[config.mk]
export PLATFORM = sky130hd
export DESIGN_NAME = word_cache_compressor_unit_flat
export DESIGN_NICKNAME = d
export VERILOG_FILES = /design/src/sv/wcc_pkg.sv /design/src/sv/wcc_if.sv /design/src/sv/wcc_line_mem.sv /design/src/sv/wcc_encoder.sv /design/src/sv/word_cache_compressor_unit.sv /design/src/flat_wrapper.sv
export SDC_FILE = /design/constraint.sdc
export NUM_CORES = 2
export LEC_CHECK = 0
export ABC_AREA = 1
export BUFFER_PORTS_ARGS = -buffer_cell sky130_fd_sc_hd__buf_2
export CAP_MARGIN = 20
export CORE_AREA = 2 2 616 679
export DETAILED_ROUTE_END_ITERATION = 12
export DIE_AREA = 0 0 618 681
export PLACE_DENSITY_LB_ADDON = 0.12
export SYNTH_ARGS = -nofsm -noshare
export SYNTH_HDL_FRONTEND = slang
export SYNTH_HIERARCHICAL = 1
export SYNTH_SLANG_ARGS = --single-unit
export TNS_END_PERCENT = 5
[constraint.sdc]
create_clock -name i_clk -period 4.9 [get_ports i_clk]
set_input_delay 0.735 -clock i_clk [delete_from_list [all_inputs] [get_ports i_clk]]
set_output_delay 0.735 -clock i_clk [all_outputs]
set_load 0.01 [all_outputs]
[src/sv/wcc_pkg.sv]
`timescale 1ns / 1ps
// shared types, symbol codes and the line hash for the word cache compressor
// no dependencies; imported by the line store, encoder, top level and testbench
package wcc_pkg;

    localparam int MAX_LINES  = 16;
    localparam int WAYS       = 4;
    localparam int SEED_COUNT = 17;

    typedef logic [31:0]           t_word;
    typedef logic [WAYS-1:0][31:0] t_line;

    localparam t_word NEAR_MASK  = 32'hFFFF_F807;
    localparam t_word PAIR_MASK  = 32'h000F_0078;
    localparam t_word PAIR_TAG   = 32'h0000_0003;
    localparam t_word BYTE_HIGH  = 32'h0000_007F;
    localparam t_word BYTE_LOW   = 32'hFFFF_FF80;
    localparam t_word HALF_HIGH  = 32'h0000_FFFF;
    localparam t_word WORD_FALSE = 32'h0000_0002;
    localparam t_word WORD_NIL   = 32'h0000_0006;

    localparam logic [7:0] SYM_BLANK     = 8'd0;
    localparam logic [7:0] SYM_OFF       = 8'd1;
    localparam logic [7:0] SYM_NIL       = 8'd2;
    localparam logic [7:0] SYM_VICTIM0   = 8'd3;
    localparam logic [7:0] SYM_VICTIM1   = 8'd4;
    localparam logic [7:0] SYM_NEAR_V0   = 8'd5;
    localparam logic [7:0] SYM_NEAR_V1   = 8'd6;
    localparam logic [7:0] SYM_NEW32     = 8'd7;
    localparam logic [7:0] SYM_NEW16     = 8'd8;
    localparam logic [7:0] SYM_NEW4X2    = 8'd9;
    localparam logic [7:0] SYM_NEW8      = 8'd10;
    localparam logic [7:0] SYM_NEAR_BASE = 8'd32;

    localparam t_word SEED_WORDS [SEED_COUNT] = '{
        32'd10, 32'd9, 32'd8, 32'd7, 32'd6, 32'd5, 32'd4, 32'd3, 32'd2, 32'd1,
        32'h0100_0003, 32'h0100_0002, 32'h0100_0001, 32'h0100_0000,
        32'h0001_0007, 32'h0001_000B, 32'h7676_6767
    };

    typedef struct packed {
        logic [MAX_LINES-1:0][WAYS-1:0][31:0] ways;
        t_word                                v0;
        t_word                                v1;
    } t_prefill;

    typedef struct packed {
        logic       valid;
        t_line      ways;
    } t_line_rd;

    typedef struct packed {
        logic [7:0] symbol;
        logic [1:0] short_count;
        logic [7:0] short_first;
        logic [7:0] short_second;
        logic       has_long;
        t_word      long_word;
        logic       fixed;
        logic       wr_en;
        t_line      new_line;
        t_word      new_v0;
        t_word      new_v1;
    } t_enc;

    function automatic logic [3:0] line_of(input t_word w, input logic [4:0] num_lines);
        t_word      s;
        logic [4:0] m;
        s = (w >> 16) + (w >> 12) + {30'd0, w[1:0]};
        m = num_lines - 5'd1;
        return s[3:0] & m[3:0];
    endfunction

    function automatic t_prefill prefill_state(input logic [4:0] num_lines);
        t_prefill   p;
        logic [3:0] h;
        p = '0;
        for (int i = 0; i < SEED_COUNT; i++) begin
            h = line_of(SEED_WORDS[i], num_lines);
            if (p.ways[h][3] != '0) begin
                p.v1 = p.v0;
                p.v0 = p.ways[h][3];
            end
            p.ways[h] = {p.ways[h][2:0], SEED_WORDS[i]};
        end
        return p;
    endfunction

endpackage

[src/sv/wcc_if.sv]
`timescale 1ns / 1ps
// valid/ready channel interfaces for the input words and the coded results
// no dependencies
interface wcc_in_if;
    logic        valid;
    logic        ready;
    logic [31:0] data_word;
    logic        restart;

    modport source (output valid, output data_word, output restart, input ready);
    modport sink   (input valid, input data_word, input restart, output ready);
endinterface

interface wcc_out_if;
    logic        valid;
    logic        ready;
    logic [7:0]  symbol;
    logic [1:0]  short_count;
    logic [7:0]  short_first;
    logic [7:0]  short_second;
    logic        has_long;
    logic [31:0] long_word;

    modport source (output valid, output symbol, output short_count, output short_first,
                    output short_second, output has_long, output long_word, input ready);
    modport sink   (input valid, input symbol, input short_count, input short_first,
                    input short_second, input has_long, input long_word, output ready);
endinterface

[src/sv/wcc_line_mem.sv]
`timescale 1ns / 1ps
// line store: one line of four ways per entry, registered read, per-line valid bits
// depends on wcc_pkg
module wcc_line_mem #(
    parameter int NUM_LINES = 16,
    parameter int LINE_W    = 4
) (
    input  logic              i_clk,
    input  logic              i_rst_n,
    input  logic              i_rd_en,
    input  logic [LINE_W-1:0] i_rd_addr,
    output wcc_pkg::t_line_rd o_rd,
    input  logic              i_wr_en,
    input  logic [LINE_W-1:0] i_wr_addr,
    input  wcc_pkg::t_line    i_wr_data,
    input  logic              i_clear
);
    import wcc_pkg::*;

    t_line                r_mem [NUM_LINES];
    t_line                r_q;
    t_line                r_fwd_data;
    logic                 r_fwd;
    logic                 r_rd_valid;
    logic [NUM_LINES-1:0] r_valid_bits;
    logic [NUM_LINES-1:0] n_valid_bits;

    always_comb begin
        n_valid_bits = i_clear ? '0 : r_valid_bits;
        if (i_wr_en) begin
            n_valid_bits[i_wr_addr] = 1'b1;
        end
    end

    always_ff @(posedge i_clk) begin
        if (i_wr_en) begin
            r_mem[i_wr_addr] <= i_wr_data;
        end
        if (i_rd_en) begin
            r_q        <= r_mem[i_rd_addr];
            r_fwd_data <= i_wr_data;
        end
    end

    // write in the same cycle as the read wins over the stale array data
    always_ff @(posedge i_clk) begin
        if (!i_rst_n) begin
            r_valid_bits <= '0;
            r_fwd        <= 1'b0;
            r_rd_valid   <= 1'b0;
        end else begin
            r_valid_bits <= n_valid_bits;
            if (i_rd_en) begin
                r_fwd      <= i_wr_en && (i_wr_addr == i_rd_addr);
                r_rd_valid <= n_valid_bits[i_rd_addr];
            end
        end
    end

    assign o_rd.valid = r_rd_valid;
    assign o_rd.ways  = r_fwd ? r_fwd_data : r_q;

endmodule

[src/sv/wcc_encoder.sv]
`timescale 1ns / 1ps
// symbol selection and line / victim update for one word
// depends on wcc_pkg
module wcc_encoder #(
    parameter int NUM_LINES = 16
) (
    input  wcc_pkg::t_word  i_word,
    input  logic [3:0]      i_line,
    input  wcc_pkg::t_line  i_ways,
    input  wcc_pkg::t_word  i_v0,
    input  wcc_pkg::t_word  i_v1,
    output wcc_pkg::t_enc   o_enc
);
    import wcc_pkg::*;

    localparam logic [7:0] SYM_HIT_BASE = 8'(32 + NUM_LINES * 4);

    logic [3:0] hit;
    logic [3:0] near;
    logic [1:0] hit_way;
    logic [1:0] near_way;
    t_word      near_word;
    t_line      pushed;
    t_line      raised;

    always_comb begin
        near_word = i_word & NEAR_MASK;
        hit_way   = 2'd0;
        near_way  = 2'd0;
        for (int j = 0; j < 4; j++) begin
            hit[j]  = (i_ways[j] == i_word);
            near[j] = ((i_ways[j] & NEAR_MASK) == near_word);
        end
        for (int j = 3; j >= 0; j--) begin
            if (hit[j]) hit_way = 2'(j);
            if (near[j]) near_way = 2'(j);
        end
        pushed    = {i_ways[2:0], i_word};
        raised[0] = i_word;
        for (int j = 1; j < 4; j++) begin
            raised[j] = (2'(j) <= hit_way) ? i_ways[j-1] : i_ways[j];
        end
    end

    always_comb begin
        o_enc              = '0;
        o_enc.new_line     = pushed;
        o_enc.new_v0       = i_v0;
        o_enc.new_v1       = i_v1;
        if (i_word == '0) begin
            o_enc.symbol = SYM_BLANK;
            o_enc.fixed  = 1'b1;
        end else if (i_word == WORD_FALSE) begin
            o_enc.symbol = SYM_OFF;
            o_enc.fixed  = 1'b1;
        end else if (i_word == WORD_NIL) begin
            o_enc.symbol = SYM_NIL;
            o_enc.fixed  = 1'b1;
        end else if (hit != 4'd0) begin
            o_enc.symbol   = SYM_HIT_BASE + {2'b00, i_line, hit_way};
            o_enc.wr_en    = 1'b1;
            o_enc.new_line = raised;
        end else if (i_word == i_v0) begin
            o_enc.symbol = SYM_VICTIM0;
            o_enc.wr_en  = 1'b1;
            o_enc.new_v0 = i_ways[3];
        end else begin
            o_enc.wr_en  = 1'b1;
            o_enc.new_v0 = i_ways[3];
            o_enc.new_v1 = i_v0;
            if (i_word == i_v1) begin
                o_enc.symbol = SYM_VICTIM1;
            end else if (near != 4'd0) begin
                o_enc.symbol      = SYM_NEAR_BASE + {2'b00, i_line, near_way};
                o_enc.short_count = 2'd1;
                o_enc.short_first = i_word[10:3];
            end else if (near_word == (i_v0 & NEAR_MASK)) begin
                o_enc.symbol      = SYM_NEAR_V0;
                o_enc.short_count = 2'd1;
                o_enc.short_first = i_word[10:3];
            end else if (near_word == (i_v1 & NEAR_MASK)) begin
                o_enc.symbol      = SYM_NEAR_V1;
                o_enc.short_count = 2'd1;
                o_enc.short_first = i_word[10:3];
            end else if (i_word <= BYTE_HIGH || i_word >= BYTE_LOW) begin
                o_enc.symbol      = SYM_NEW8;
                o_enc.short_count = 2'd1;
                o_enc.short_first = i_word[7:0];
            end else if ((i_word & ~PAIR_MASK) == PAIR_TAG) begin
                o_enc.symbol      = SYM_NEW4X2;
                o_enc.short_count = 2'd1;
                o_enc.short_first = {i_word[19:16], i_word[6:3]};
            end else if (i_word <= HALF_HIGH) begin
                o_enc.symbol       = SYM_NEW16;
                o_enc.short_count  = 2'd2;
                o_enc.short_first  = i_word[15:8];
                o_enc.short_second = i_word[7:0];
            end else begin
                o_enc.symbol    = SYM_NEW32;
                o_enc.has_long  = 1'b1;
                o_enc.long_word = i_word;
            end
        end
    end

endmodule

[src/sv/word_cache_compressor_unit.sv]
`timescale 1ns / 1ps
// top level of the word cache compressor: input stage, line store, encoder, output register
// depends on wcc_pkg, wcc_if, wcc_line_mem and wcc_encoder
//
// One word is taken every clock cycle unless the output stalls, and it is coded in stages:
// the first stage reads the word's line from the line store, the second compares the
// four ways and the two victims, writes the updated line back and loads the output
// register. A line written by the word just ahead is forwarded into the next read.
// A stall on the output holds both stages; the input stays ready whenever the output
// register is empty or being taken. Reset and a restart word reload the prefilled state
// at once through per-line valid bits (an unwritten line reads as its prefill value),
// so there is no clearing pass and the input never waits for one.
module word_cache_compressor_unit #(
    parameter int NUM_LINES = 16
) (
    input  logic             i_clk,
    input  logic             i_rst_n,
    wcc_in_if.sink           i_in,
    wcc_out_if.source        o_out
);
    import wcc_pkg::*;

    localparam int       LINE_W  = (NUM_LINES > 1) ? $clog2(NUM_LINES) : 1;
    localparam t_prefill PREFILL = prefill_state(5'(NUM_LINES));

    logic              in_fire;
    logic              s1_adv;
    logic              s1_fire;
    logic [3:0]        in_line;
    logic              r_s1_valid;
    t_word             r_s1_word;
    logic              r_s1_restart;
    logic [LINE_W-1:0] r_s1_line;
    t_word             r_v0;
    t_word             r_v1;
    t_line_rd          rd;
    t_line             cur_ways;
    t_word             cur_v0;
    t_word             cur_v1;
    t_enc              enc;
    logic              r_out_valid;
    t_enc              r_out;

    assign s1_adv     = !r_out_valid || o_out.ready;
    assign s1_fire    = r_s1_valid && s1_adv;
    assign i_in.ready = !r_s1_valid || s1_adv;
    assign in_fire    = i_in.valid && i_in.ready;
    assign in_line    = line_of(i_in.data_word, 5'(NUM_LINES));

    wcc_line_mem #(
        .NUM_LINES (NUM_LINES),
        .LINE_W    (LINE_W)
    ) u_line_mem (
        .i_clk     (i_clk),
        .i_rst_n   (i_rst_n),
        .i_rd_en   (in_fire),
        .i_rd_addr (in_line[LINE_W-1:0]),
        .o_rd      (rd),
        .i_wr_en   (s1_fire && enc.wr_en),
        .i_wr_addr (r_s1_line),
        .i_wr_data (enc.new_line),
        .i_clear   (s1_fire && r_s1_restart)
    );

    always_comb begin
        if (r_s1_restart || !rd.valid) begin
            cur_ways = PREFILL.ways[4'(r_s1_line)];
        end else begin
            cur_ways = rd.ways;
        end
        cur_v0 = r_s1_restart ? PREFILL.v0 : r_v0;
        cur_v1 = r_s1_restart ? PREFILL.v1 : r_v1;
    end

    wcc_encoder #(
        .NUM_LINES (NUM_LINES)
    ) u_encoder (
        .i_word (r_s1_word),
        .i_line (4'(r_s1_line)),
        .i_ways (cur_ways),
        .i_v0   (cur_v0),
        .i_v1   (cur_v1),
        .o_enc  (enc)
    );

    always_ff @(posedge i_clk) begin
        if (in_fire) begin
            r_s1_word    <= i_in.data_word;
            r_s1_restart <= i_in.restart;
            r_s1_line    <= in_line[LINE_W-1:0];
        end
        if (s1_fire) begin
            r_out <= enc;
        end
    end

    always_ff @(posedge i_clk) begin
        if (!i_rst_n) begin
            r_s1_valid  <= 1'b0;
            r_out_valid <= 1'b0;
            r_v0        <= PREFILL.v0;
            r_v1        <= PREFILL.v1;
        end else begin
            if (i_in.ready) begin
                r_s1_valid <= i_in.valid;
            end
            if (s1_adv) begin
                r_out_valid <= r_s1_valid;
            end
            if (s1_fire) begin
                r_v0 <= enc.new_v0;
                r_v1 <= enc.new_v1;
            end
        end
    end

    assign o_out.valid        = r_out_valid;
    assign o_out.symbol       = r_out.symbol;
    assign o_out.short_count  = r_out.short_count;
    assign o_out.short_first  = r_out.short_first;
    assign o_out.short_second = r_out.short_second;
    assign o_out.has_long     = r_out.has_long;
    assign o_out.long_word    = r_out.long_word;

`ifndef SYNTHESIS
    a_stall_holds_read: assert property (@(posedge i_clk) disable iff (!i_rst_n)
        (r_s1_valid && !s1_adv) |-> !in_fire)
        else $error("line read issued while compare stage stalled");

    a_fixed_keeps_victims: assert property (@(posedge i_clk) disable iff (!i_rst_n)
        (s1_fire && enc.fixed && !r_s1_restart) |=> (r_v0 == $past(r_v0) && r_v1 == $past(r_v1)))
        else $error("fixed word changed victim registers");

    a_long_only_new32: assert property (@(posedge i_clk) disable iff (!i_rst_n)
        (o_out.valid && o_out.has_long) |-> (o_out.symbol == SYM_NEW32 && o_out.short_count == 2'd0))
        else $error("raw word emitted with wrong symbol");

    a_two_bytes_only_new16: assert property (@(posedge i_clk) disable iff (!i_rst_n)
        (o_out.valid && o_out.short_count == 2'd2) |-> (o_out.symbol == SYM_NEW16))
        else $error("two short bytes with wrong symbol");
`endif

endmodule

[src/flat_wrapper.sv]
// flat-port wrapper written by rule: the top's interface ports become plain ports
module word_cache_compressor_unit_flat import wcc_pkg::*;
#(
    parameter int NUM_LINES = 16
)
  (i_clk, i_rst_n, i_in_valid, i_in_data_word, i_in_restart, i_in_ready, o_out_valid, o_out_symbol, o_out_short_count, o_out_short_first, o_out_short_second, o_out_has_long, o_out_long_word, o_out_ready);
  wcc_in_if i_in_i ();
  wcc_out_if o_out_i ();
  input  logic i_clk;
  input  logic i_rst_n;
  input wire logic [$bits(i_in_i.valid)-1:0] i_in_valid;
  input wire logic [$bits(i_in_i.data_word)-1:0] i_in_data_word;
  input wire logic [$bits(i_in_i.restart)-1:0] i_in_restart;
  output wire logic [$bits(i_in_i.ready)-1:0] i_in_ready;
  output wire logic [$bits(o_out_i.valid)-1:0] o_out_valid;
  output wire logic [$bits(o_out_i.symbol)-1:0] o_out_symbol;
  output wire logic [$bits(o_out_i.short_count)-1:0] o_out_short_count;
  output wire logic [$bits(o_out_i.short_first)-1:0] o_out_short_first;
  output wire logic [$bits(o_out_i.short_second)-1:0] o_out_short_second;
  output wire logic [$bits(o_out_i.has_long)-1:0] o_out_has_long;
  output wire logic [$bits(o_out_i.long_word)-1:0] o_out_long_word;
  input wire logic [$bits(o_out_i.ready)-1:0] o_out_ready;
  assign i_in_i.valid = i_in_valid;
  assign i_in_i.data_word = i_in_data_word;
  assign i_in_i.restart = i_in_restart;
  assign i_in_ready = i_in_i.ready;
  assign o_out_valid = o_out_i.valid;
  assign o_out_symbol = o_out_i.symbol;
  assign o_out_short_count = o_out_i.short_count;
  assign o_out_short_first = o_out_i.short_first;
  assign o_out_short_second = o_out_i.short_second;
  assign o_out_has_long = o_out_i.has_long;
  assign o_out_long_word = o_out_i.long_word;
  assign o_out_i.ready = o_out_ready;
  word_cache_compressor_unit #(.NUM_LINES(NUM_LINES)) u_core (.i_clk(i_clk), .i_rst_n(i_rst_n), .i_in(i_in_i), .o_out(o_out_i));
endmodule
==> impl_metrics.prom <==
# TYPE chip_impl_metric gauge
chip_impl_info{name="run_status",value="completed"} 1
chip_impl_metric{name="post_drt_wl_per_cell",unit="µm"} 26.9
chip_impl_metric{name="boundaryPins",unit=""} 98
chip_impl_metric{name="floorplan.die_area",unit="µm²"} 421000
chip_impl_metric{name="maxCapViolations",unit=""} 0
chip_impl_metric{name="post-route-drc-count",unit=""} 0
chip_impl_metric{name="dieWidth",unit="µm"} 618
chip_impl_metric{name="synth_nets",unit=""} 8282
chip_impl_metric{name="vias",unit=""} 68400
chip_impl_metric{name="finalCriticalPeriod",unit="ns"} 4.60
chip_impl_metric{name="final_max_slew_viol_count",unit=""} 0
chip_impl_metric{name="leakagePower",unit="nW"} 40.8
chip_impl_info{name="clock_root_cell",value="clkbuf_16"} 1
chip_impl_metric{name="drt-pass1-iter-count",unit=""} 8
chip_impl_metric{name="clock_sinks",unit=""} 2499
chip_impl_metric{name="cts-buffers-inserted",unit=""} 294
chip_impl_metric{name="pin_count_of_the_biggest_net_entering_global_routing",unit=""} 119
chip_impl_metric{name="power_per_cell_area",unit="nW/µm²"} 450
chip_impl_info{name="critical_path.slowest_cell",value="nor2_1"} 1
chip_impl_metric{name="place_hpwl",unit="µm"} 237000
chip_impl_metric{name="hold_viol_final",unit=""} 0
chip_impl_metric{name="sum_of_overflow_across_all_layers_after_global_routing",unit=""} 0
chip_impl_metric{name="detail_route.wirelength",unit="µm"} 385000
chip_impl_info{name="most_common_cell_after_layout_fill_and_taps_aside",value="edfxtp_1"} 1
chip_impl_metric{name="synth-warning-count",unit=""} 6
chip_impl_metric{name="n_fill_cell",unit=""} 42000
chip_impl_metric{name="critical_path.max_stage_delay",unit="ns"} 0.64
chip_impl_metric{name="fp.dieH",unit="µm"} 681
chip_impl_metric{name="postRouteAntennaNets",unit=""} 0
chip_impl_metric{name="drt_first_iter_violations",unit=""} 5323
chip_impl_metric{name="path_clk_slew",unit="ns"} 0.06
chip_impl_metric{name="use_met2",unit="%"} 31.9
chip_impl_info{name="end_kind",value="register"} 1
chip_impl_metric{name="post_route_cells_drive_above_1_share",unit="%"} 14.6
chip_impl_metric{name="gpl.final_weighted_congestion",unit=""} 0.847
chip_impl_metric{name="critical_path.n_buffers_inverters",unit=""} 6
chip_impl_metric{name="skew",unit="ns"} 0.0605
chip_impl_metric{name="global_route.usage.total",unit="%"} 17.9
chip_impl_metric{name="critPathMaxFanout",unit=""} 26
chip_impl_metric{name="share_of_async_settable_or_async_resettable_flops_after_synthesis",unit="%"} 0
chip_impl_metric{name="initial_core_util",unit="%"} 24.9
chip_impl_metric{name="synth_edf_count",unit=""} 2400
chip_impl_info{name="post-synth-top-area-cell",value="edfxtp_1"} 1
chip_impl_metric{name="maxClockFrequency",unit="MHz"} 217
chip_impl_info{name="worst_path_dominant_cell_family",value="simple AND/OR/NAND/NOR gates"} 1
chip_impl_metric{name="max-slew-margin-rel",unit="%"} 26.6
chip_impl_metric{name="worstPathArrival",unit="ns"} 5.19
chip_impl_metric{name="via_per_inst",unit=""} 4.78
chip_impl_metric{name="antenna_found_initial",unit=""} 20
chip_impl_metric{name="grt_use_met3",unit="%"} 1.95
chip_impl_metric{name="max-vdd-ir-drop",unit="V"} 0.000246
chip_impl_metric{name="cts.path.max_buffers",unit=""} 4
chip_impl_metric{name="floorplan.core_area",unit="µm²"} 414000
chip_impl_metric{name="cts-htree-levels",unit=""} 5
chip_impl_metric{name="syn_inst",unit=""} 8237
chip_impl_metric{name="finalSetupViolations",unit=""} 0
chip_impl_metric{name="synth_area",unit="µm²"} 103000
chip_impl_metric{name="grt_first_pass_wirelength",unit="µm"} 541000
chip_impl_metric{name="design.final.nets",unit=""} 8643
chip_impl_metric{name="synth_top_area_share",unit="%"} 69.9
chip_impl_info{name="busiest_layer",value="met2"} 1
chip_impl_info{name="cts_tree",value="built"} 1
chip_impl_info{name="worst-setup-path-type",value="reg -> reg"} 1
chip_impl_metric{name="synth_seq_area_share",unit="%"} 71.9
chip_impl_metric{name="met1_usage",unit="%"} 22.8
chip_impl_info{name="cpMostUsedCell",value="nand2_1"} 1
chip_impl_metric{name="avgSynthCellArea",unit="µm²"} 12.5
chip_impl_metric{name="worst_slew_pin_tran",unit="ns"} 1.10
chip_impl_metric{name="finish.instance_area",unit="µm²"} 123000
chip_impl_info{name="netlist_top_cells_area",value="edfxtp_1, o21ai_0, nor2_1, nand2_1, o22ai_1"} 1
chip_impl_metric{name="post-route-period-util",unit="%"} 93.9
chip_impl_info{name="yosys_most_used_dff",value="edfxtp_1"} 1
chip_impl_metric{name="overall_power_of_the_completed_layout",unit="mW"} 55.5
chip_impl_metric{name="port_buffers",unit=""} 97
chip_impl_metric{name="placed_area",unit="µm²"} 114000
chip_impl_metric{name="synthToLayoutAreaGrowth",unit="%"} 19.7
chip_impl_metric{name="worstPathRequired",unit="ns"} 5.49
chip_impl_info{name="worstPathCellList",value="inv_2, nand2_8, buf_4, nor2_1, inv_1, nand2_1, nand2_1, nor2_1, nand2_1, nor2_1, nand4_1, nand2_1, buf_4, o21ai_4, buf_12, buf_4, o21ai_2"} 1
chip_impl_metric{name="vias_in_the_first_global_route",unit=""} 68700
chip_impl_info{name="grt_setup_unrepaired",value="false"} 1
chip_impl_metric{name="clock_insertion_delay_worst_skew",unit="ns"} 0.92
chip_impl_info{name="layout.cells.most_common_list",value="edfxtp_1, nor2_1, o21ai_0"} 1
chip_impl_info{name="hp-class",value="in -> reg"} 1
chip_impl_info{name="crit_path_start_kind",value="register"} 1
chip_impl_metric{name="cts_post_setup_buffers_inserted",unit=""} 0
chip_impl_metric{name="fp-row-count",unit=""} 248
chip_impl_metric{name="synth-seq-cells",unit=""} 2499
chip_impl_metric{name="yosys.cell_types.count",unit=""} 51
-- logic make-up (layout without fill, tap and decap cells) --
logic type | after synthesis | after routing | share of synthesized area (%)
multiplexers | 152 | 152 | 1.65
AND/OR/NAND/NOR | 2340 | 2340 | 8.91
other | 0 | 3 | 0
AO/OA/AOI/OAI | 2135 | 2135 | 12.0
flip-flops | 2499 | 2499 | 71.9
adder cells (fa/ha/maj) | 8 | 8 | 0.119
XOR/XNOR | 109 | 109 | 0.927
buffers and inverters | 994 | 1579 | 4.51
-- final timing paths --
kind | start | end | slack, ns | cells after the start
setup / recovery | u_core/r_s1_restart$_DFFE_PN_ | u_core/u_line_mem/r_mem[5][102]$_DFFE_PP_ | 0.30 | 17
hold / removal | i_in_data_word[29] | u_core/r_s1_word[29]$_DFFE_PN_ | 0.08 | 1
setup reg to reg | u_core/r_s1_restart$_DFFE_PN_ | u_core/u_line_mem/r_mem[5][102]$_DFFE_PP_ | 0.30 | 17
hold reg to reg | u_core/r_v1[15]$_SDFFE_PN0P_ | u_core/r_v1[15]$_SDFFE_PN0P_ | 0.45 | 2
-- sequential cells by signal, indices dropped and copies added, names as in the netlist, 2 cells and up, named ones only --
name,count
u_core/o_out.short_count,2
u_core/r_v0,32
u_core/o_out.symbol,8
u_core/u_line_mem/r_valid_bits,16
u_core/o_out.short_first,8
u_core/o_out.long_word,32
u_core/r_s1_line,4
u_core/o_out.short_second,8
u_core/u_line_mem/r_mem,2048
u_core/u_line_mem/r_fwd_data,128
u_core/r_s1_word,32
u_core/r_v1,32
u_core/u_line_mem/r_q,128
-- report_power, final --
group          total (mW)  switching, mW  internal [mW]
Combinational        9.11           6.35           2.76
Clock                21.5           9.11           12.4
Sequential           24.9          0.367           24.5
Total                55.5           15.8           39.7
-- repair_timing --
item | in CTS | in global routing
gates resized for setup | 1 | 4
setup endpoints to repair | 17 | 68
cloned | 0 | 0
hold endpoints to repair | 26 | 0
hold buffers | 26 | 0
-- per-stage QoR --
step | std cells | hold WS [ns] | setup TNS, ns | util, % | setup WS [ns]
2_1_floorplan | 8237 | 0.430 | 0 | - | 0.0290
3_3_place_gp | 13800 | 0.440 | -0.512 | 27.5 | -0.0231
3_5_place_dp | 13800 | 0.444 | -0.538 | 27.5 | -0.0321
4_1_cts | 14300 | 0.0111 | 0 | 29.8 | 0.0330
5_1_grt | 14300 | 0.0318 | 0 | 29.8 | 0.0587
6_report | 14300 | 0.0825 | 0 | 29.8 | 0.301
-- cells in the mapped netlist, types with 99 or more instances --
library cell / instances
o22ai_1: 327
clkbuf_1: 287
a21oi_1: 129
o221ai_1: 229
nand3_1: 133
dfxtp_1: 99
buf_4: 118
inv_1: 370
buf_2: 137
o21ai_1: 134
o21ai_0: 1171
edfxtp_1: 2400
mux2_2: 135
nor2_1: 1448
nand2_1: 683
-- per-layer routing --
layer  vias to the layer above  routed length (µm)
met5                         -                   0
met4                         0               11100
met3                       471               13600
met2                      1553              195000
met1                     35700              165000
li1                      30700                   -
-- worst register-to-register path, delay by kind of cell, from the launching register on --
kind	cells	cell delay, ns
flops	1	0.40
compound gates	2	0.69
buf+inv	6	1.09
simple gates	9	2.10
-- area by class of cell --
| type | count | area, µm² | share of cell area (%) |
|---|---|---|---|
| clock inverter | 141 | 1400 | 1.13 |
| tap | 5500 | 6880 | 5.58 |
| multi-input combinational | 4744 | 24400 | 19.8 |
| antenna | 3 | 7.51 | 0.00609 |
| timing repair buffer | 657 | 7090 | 5.75 |
| sequential | 2499 | 74100 | 60.0 |
| clock buffer | 379 | 7830 | 6.35 |
| inverter | 402 | 1690 | 1.37 |
(Power assumes the default switching activity.)
